### config.mk
export PLATFORM = sky130hd
export DESIGN_NAME = tlac_div
export DESIGN_NICKNAME = d
export VERILOG_FILES = /design/src/tlac_pkg.sv /design/src/tlac_div.sv
export SDC_FILE = /design/constraint.sdc
export NUM_CORES = 1
export LEC_CHECK = 0
export BUFFER_PORTS_ARGS = -buffer_cell sky130_fd_sc_hd__buf_2
export CORE_MARGIN = 5
export CORE_UTILIZATION = 45
export CTS_CLUSTER_DIAMETER = 120
export CTS_CLUSTER_SIZE = 30
export DETAILED_ROUTE_END_ITERATION = 8
export PLACE_DENSITY = 0.69
export SETUP_SLACK_MARGIN = 0.02
export SLEW_MARGIN = 10
export SYNTH_ARGS = -nofsm -noshare
export SYNTH_HDL_FRONTEND = slang
export SYNTH_SLANG_ARGS = --single-unit
### constraint.sdc
create_clock -name clk -period 2.09 [get_ports clk]
set_input_delay 0.209 -clock clk [delete_from_list [all_inputs] [get_ports clk]]
set_output_delay 0.209 -clock clk [all_outputs]
set_load 0.05 [all_outputs]
### src/tlac_pkg.sv
`default_nettype none
package tlac_pkg;

	localparam int ID_W    = 10;
	localparam int COST_W  = 10;
	localparam int TOTAL_W = 48;
	localparam int CMD_W   = 2;

	localparam logic [CMD_W-1:0] CMD_CLEAR  = 2'd0;
	localparam logic [CMD_W-1:0] CMD_LOAD   = 2'd1;
	localparam logic [CMD_W-1:0] CMD_ACCESS = 2'd2;

	localparam logic [ID_W-1:0] POS_LIMIT = 10'd1023;

	typedef logic [ID_W-1:0] map_word_t;

endpackage
`default_nettype wire

### src/tlac_div.sv
`default_nettype none
module tlac_div
	import tlac_pkg::*;
(
	input  wire logic              clk,
	input  wire logic              arst_n,
	input  wire logic              start,
	input  wire logic [COST_W-1:0] num,
	input  wire logic [COST_W-1:0] den,
	output logic                   done,
	output logic [COST_W-1:0]      quot
);

	localparam int CW = $clog2(COST_W + 1);

	logic            run_q;
	logic [CW-1:0]   cnt_q;
	logic [COST_W:0] rem_q;
	logic [COST_W-1:0] quo_q;
	logic [COST_W-1:0] den_q;
	logic            done_q;

	logic [COST_W:0] trial;
	logic            ge;

	assign trial = {rem_q[COST_W-1:0], quo_q[COST_W-1]};
	assign ge    = trial >= {1'b0, den_q};

	always_ff @(posedge clk or negedge arst_n) begin
		if (!arst_n) begin
			run_q  <= 1'b0;
			cnt_q  <= '0;
			done_q <= 1'b0;
		end else begin
			done_q <= 1'b0;
			if (start) begin
				run_q <= 1'b1;
				cnt_q <= CW'(COST_W);
			end else if (run_q) begin
				cnt_q <= cnt_q - 1'b1;
				if (cnt_q == CW'(1)) begin
					run_q  <= 1'b0;
					done_q <= 1'b1;
				end
			end
		end
	end

	// one quotient bit per cycle, restoring
	always_ff @(posedge clk) begin
		if (start) begin
			rem_q <= '0;
			quo_q <= num;
			den_q <= den;
		end else if (run_q) begin
			rem_q <= ge ? (trial - {1'b0, den_q}) : trial;
			quo_q <= {quo_q[COST_W-2:0], ge};
		end
	end

	assign done = done_q;
	assign quot = quo_q;

endmodule
`default_nettype wire

==> summary.txt <==
Flow run
  • Max Cap Viol: 0

Layout
  • Nets: between 200 and 300
  • Core Util, Final: between 60 and 70%
  • Number of diodes: 0
  • Layout cells sized above 1: 45.4%
  • Area delta synth->final: 35.7%
  • Post-route cell area: roughly 2700 sq um
  • Finished Layout Cells: between 200 and 300

Route
  • Vias per cell: approximately 5.2
  • DRT iter0 DRCs: 89
  • DR DRC count: 0
  • Final wirelength: approximately 4300 microns
  • Antenna-violating nets left: 0
  • Routed WL per cell: roughly 15 microns
  • Vias post-DR: between 1500 and 2000
  • DRT Pass-1 Iters: 4

Status
  • Violated checks: setup timing
  • Status: complete, but fails checks

Setup path
  • Data arrival, critical path: approximately 2300 ps
  • Worst EP required: approximately 2300 ps
  • Critical path class: flop to flop
  • Crit path capture type: flop
  • Reg2reg path depth: 10
  • Critical Path Source Type: flop
  • Max Fanout on Critical Path: 3

Logic synthesis
  • Post-Synthesis Cells: about 180
  • Synth Register Bits: 36
  • Seq/Total Area, Yosys: 48.4%
  • Yosys top cell by area: edfxtp_1
  • Synth top area share: between 30% and 40%
  • Synth top cells by count: nor2_1, edfxtp_1, inv_1
  • Syn avg cell area: ~11 sq um
  • Syn_nets: between 200 and 250
  • Post-synth top flop: edfxtp_1
  • Synth Cell Area: slightly below 2000 sq um
  • Top cells by area, synth: edfxtp_1, dfxtp_1, dfrtp_1
  • Count leader, synth: nor2_1
  • FFs w/ async S/R, synth: roughly 17%
  • Synth cell types: 42
  • Yosys warns: 0
  • Number of enable flip-flop cells after synthesis: 20

Timing
  • Pins Over Slew Limit: 0
  • Final setup violation count: 2
  • Worst slew margin: between 70% and 80%
  • Hold Vio Cnt, Final: 0
  • Fmax: 0.472 GHz
  • Clk_skew: 7.05 ps
  • Fin crit share: 101%
  • Final worst slack: -26.7 ps
  • RSZ-0062 raised after global routing: yes
  • Fin crit period: 2120 ps
  • Slew at the pin closest to its max-slew limit: ~400 ps
  • Hold_ws: ~88 ps

Floorplanning
  • Row Count: 24
  • I/O Pins: 34
  • Die height: 76.1 microns
  • Starting density of the core: 45.7%
  • CORE AREA: 4290 sq um
  • Die ar.: between 5000 and 6000 sq um
  • Die Width: between 70 and 80 microns

GRT
  • Initial antenna violation count: 0
  • First-pass GRT wire length: approximately 6800 microns
  • GR Overflow Total: 0
  • All-Layer GR Usage: about 15%
  • Largest net degree at the start of global routing: 21
  • Number of global-route vias before repair: about 1500

Placement
  • Place WS: -64.5 ps
  • Placed cell areas: 2340 sq um
  • Routability Congestion: just over 0.8
  • HPWL Detailed: slightly below 3000 microns
  • Placed Instances: ~280
  • Port Buffer Count: 33

Power and ir drop
  • Leak Pwr: 1.16 nW
  • Clock power frac: approximately a fifth
  • Combinational Power Share: approximately half
  • Internal power: approximately 0.0022 W
  • PwrDens: roughly 1300 nW/um^2
  • Flop pwr share: between 30% and 40%
  • Psw: ~0.0012 W
  • Switching share of power: between 30 and 40%
  • Worst vdd rail ir drop: 0.602 mV

Clock network
  • Clock slew at reported path FFs: about 70 ps
  • CTS root buffer: clkbuf_8
  • CTS tree: built
  • H-tree depth: 2
  • Skew-Pair Late Insertion Delay: between 200 and 300 ps
  • Longest Clk Path Bufs: 2
  • CTS Sinks: 36
  • Inserted Clock Buffers: 5

Hold path
  • Hold Crit Class: input port to flop
  • Hold depth: 1
==> power groups by stage <==
stage,combinational (W),clock (W),sequential (W)
detailed placement,0.00144,0,0.00102
finish,0.00176,0.000641,0.00103
floorplan,0.000963,0,0.00112
global route,0.00193,0.000684,0.00105
global placement,0.00142,0,0.00102
CTS,0.00153,0.000650,0.00102
==> path summary, 6_finish.rpt <==
check,end,slack (ps),startpoint
worst max-delay path,rem_q[6],-30,quot[9]
worst min-delay path,den_q[3],90,den[3]
worst max register to register,rem_q[6],-30,quot[9]
worst min register to register,rem_q[4],530,rem_q[4]
max in group asynchronous,cnt_q[3],1690,arst_n
min in group asynchronous,done,260,arst_n
==> timing repair <==
item                                   in CTS  in global routing
endpoints found under the hold margin       6                  0
setup buffers                               3                  5
resized for setup                           9                 19
setup endpoints to repair                   7                 10
hold buffers                                1                  0
pin swaps                                   6                  8
==> kinds of logic (layout without fill, tap and decap cells) <==
family / Yosys count / in the layout / share of synthesized area [%]
xor gates and xnor gates: 9 / 9 / 4.01
adders and majority gates: 13 / 13 / 8.66
DFF: 36 / 36 / 48.4
buffers and inverters: 24 / 86 / 5.41
muxes: 19 / 19 / 10.6
and+or+nand+nor: 47 / 47 / 11.0
AOI/OAI and AO/OA: 30 / 30 / 11.9
==> layer usage <==
metal,vias to the layer above,track usage [%],part of all wire [%]
met3,7,4.02,4.5
met4,0,5.24,2.0
li1,754,-,-
met1,716,18.2,43
met5,-,0,0
met2,30,24.3,50
==> layout by cell type, fill, tap and decap left out, types with 2 or more instances in the layout <==
master,n
a21oi_1,2
nand4_1,2
ha_4,6
a211oi_1,6
nand2b_1,3
dfxtp_2,2
o22ai_1,2
edfxtp_1,20
buf_4,23
inv_2,5
o21a_1,3
xnor2_1,6
a211oi_2,2
buf_2,33
buf_6,4
clkbuf_8,6
xor2_1,3
o21ai_0,3
ha_1,5
nor3_1,3
dfrtp_1,6
dfxtp_1,8
mux2_2,10
nor2_1,26
nand2_1,4
a2111oi_4,2
mux2i_1,7
inv_1,11
a21o_1,2
==> through the flow <==
step           total power (W)  setup TNS (ps)
6_report               0.00344           -37.0
5_1_grt                0.00367            -469
4_1_cts                0.00320               0
3_5_place_dp           0.00246            -155
3_3_place_gp           0.00244               0
2_1_floorplan          0.00208            -279
==> layout make-up <==
| cell class | count | area [sq um] |
|---|---|---|
| Timing Repair Buffer | 61 | 393 |
| Tap cell | 52 | 65.1 |
| Fill cell | 347 | 1630 |
| Sequential cell | 36 | 953 |
| Clock buffer | 6 | 82.6 |
| Multi-Input combinational cell | 118 | 1070 |
| Inverter | 17 | 66.3 |
| Clock inverter | 2 | 33.8 |
==> sequential cells by signal (all words and copies together) (netlist names) <==
name,cells
cnt_q,4
den_q,10
done,1
quot,10
rem_q,10
run_q,1
==> critical path: stages (launching register included) <==
cell	delay (ps)
edfxtp_1	400
inv_2	100
ha_4	150
inv_2	40
fa_2	370
a211oi_4	260
nor3b_2	100
o22ai_1	150
xnor2_1	140
mux2i_1	90
a211oi_1	230
Note: power is estimated with default switching activity, not from simulation.
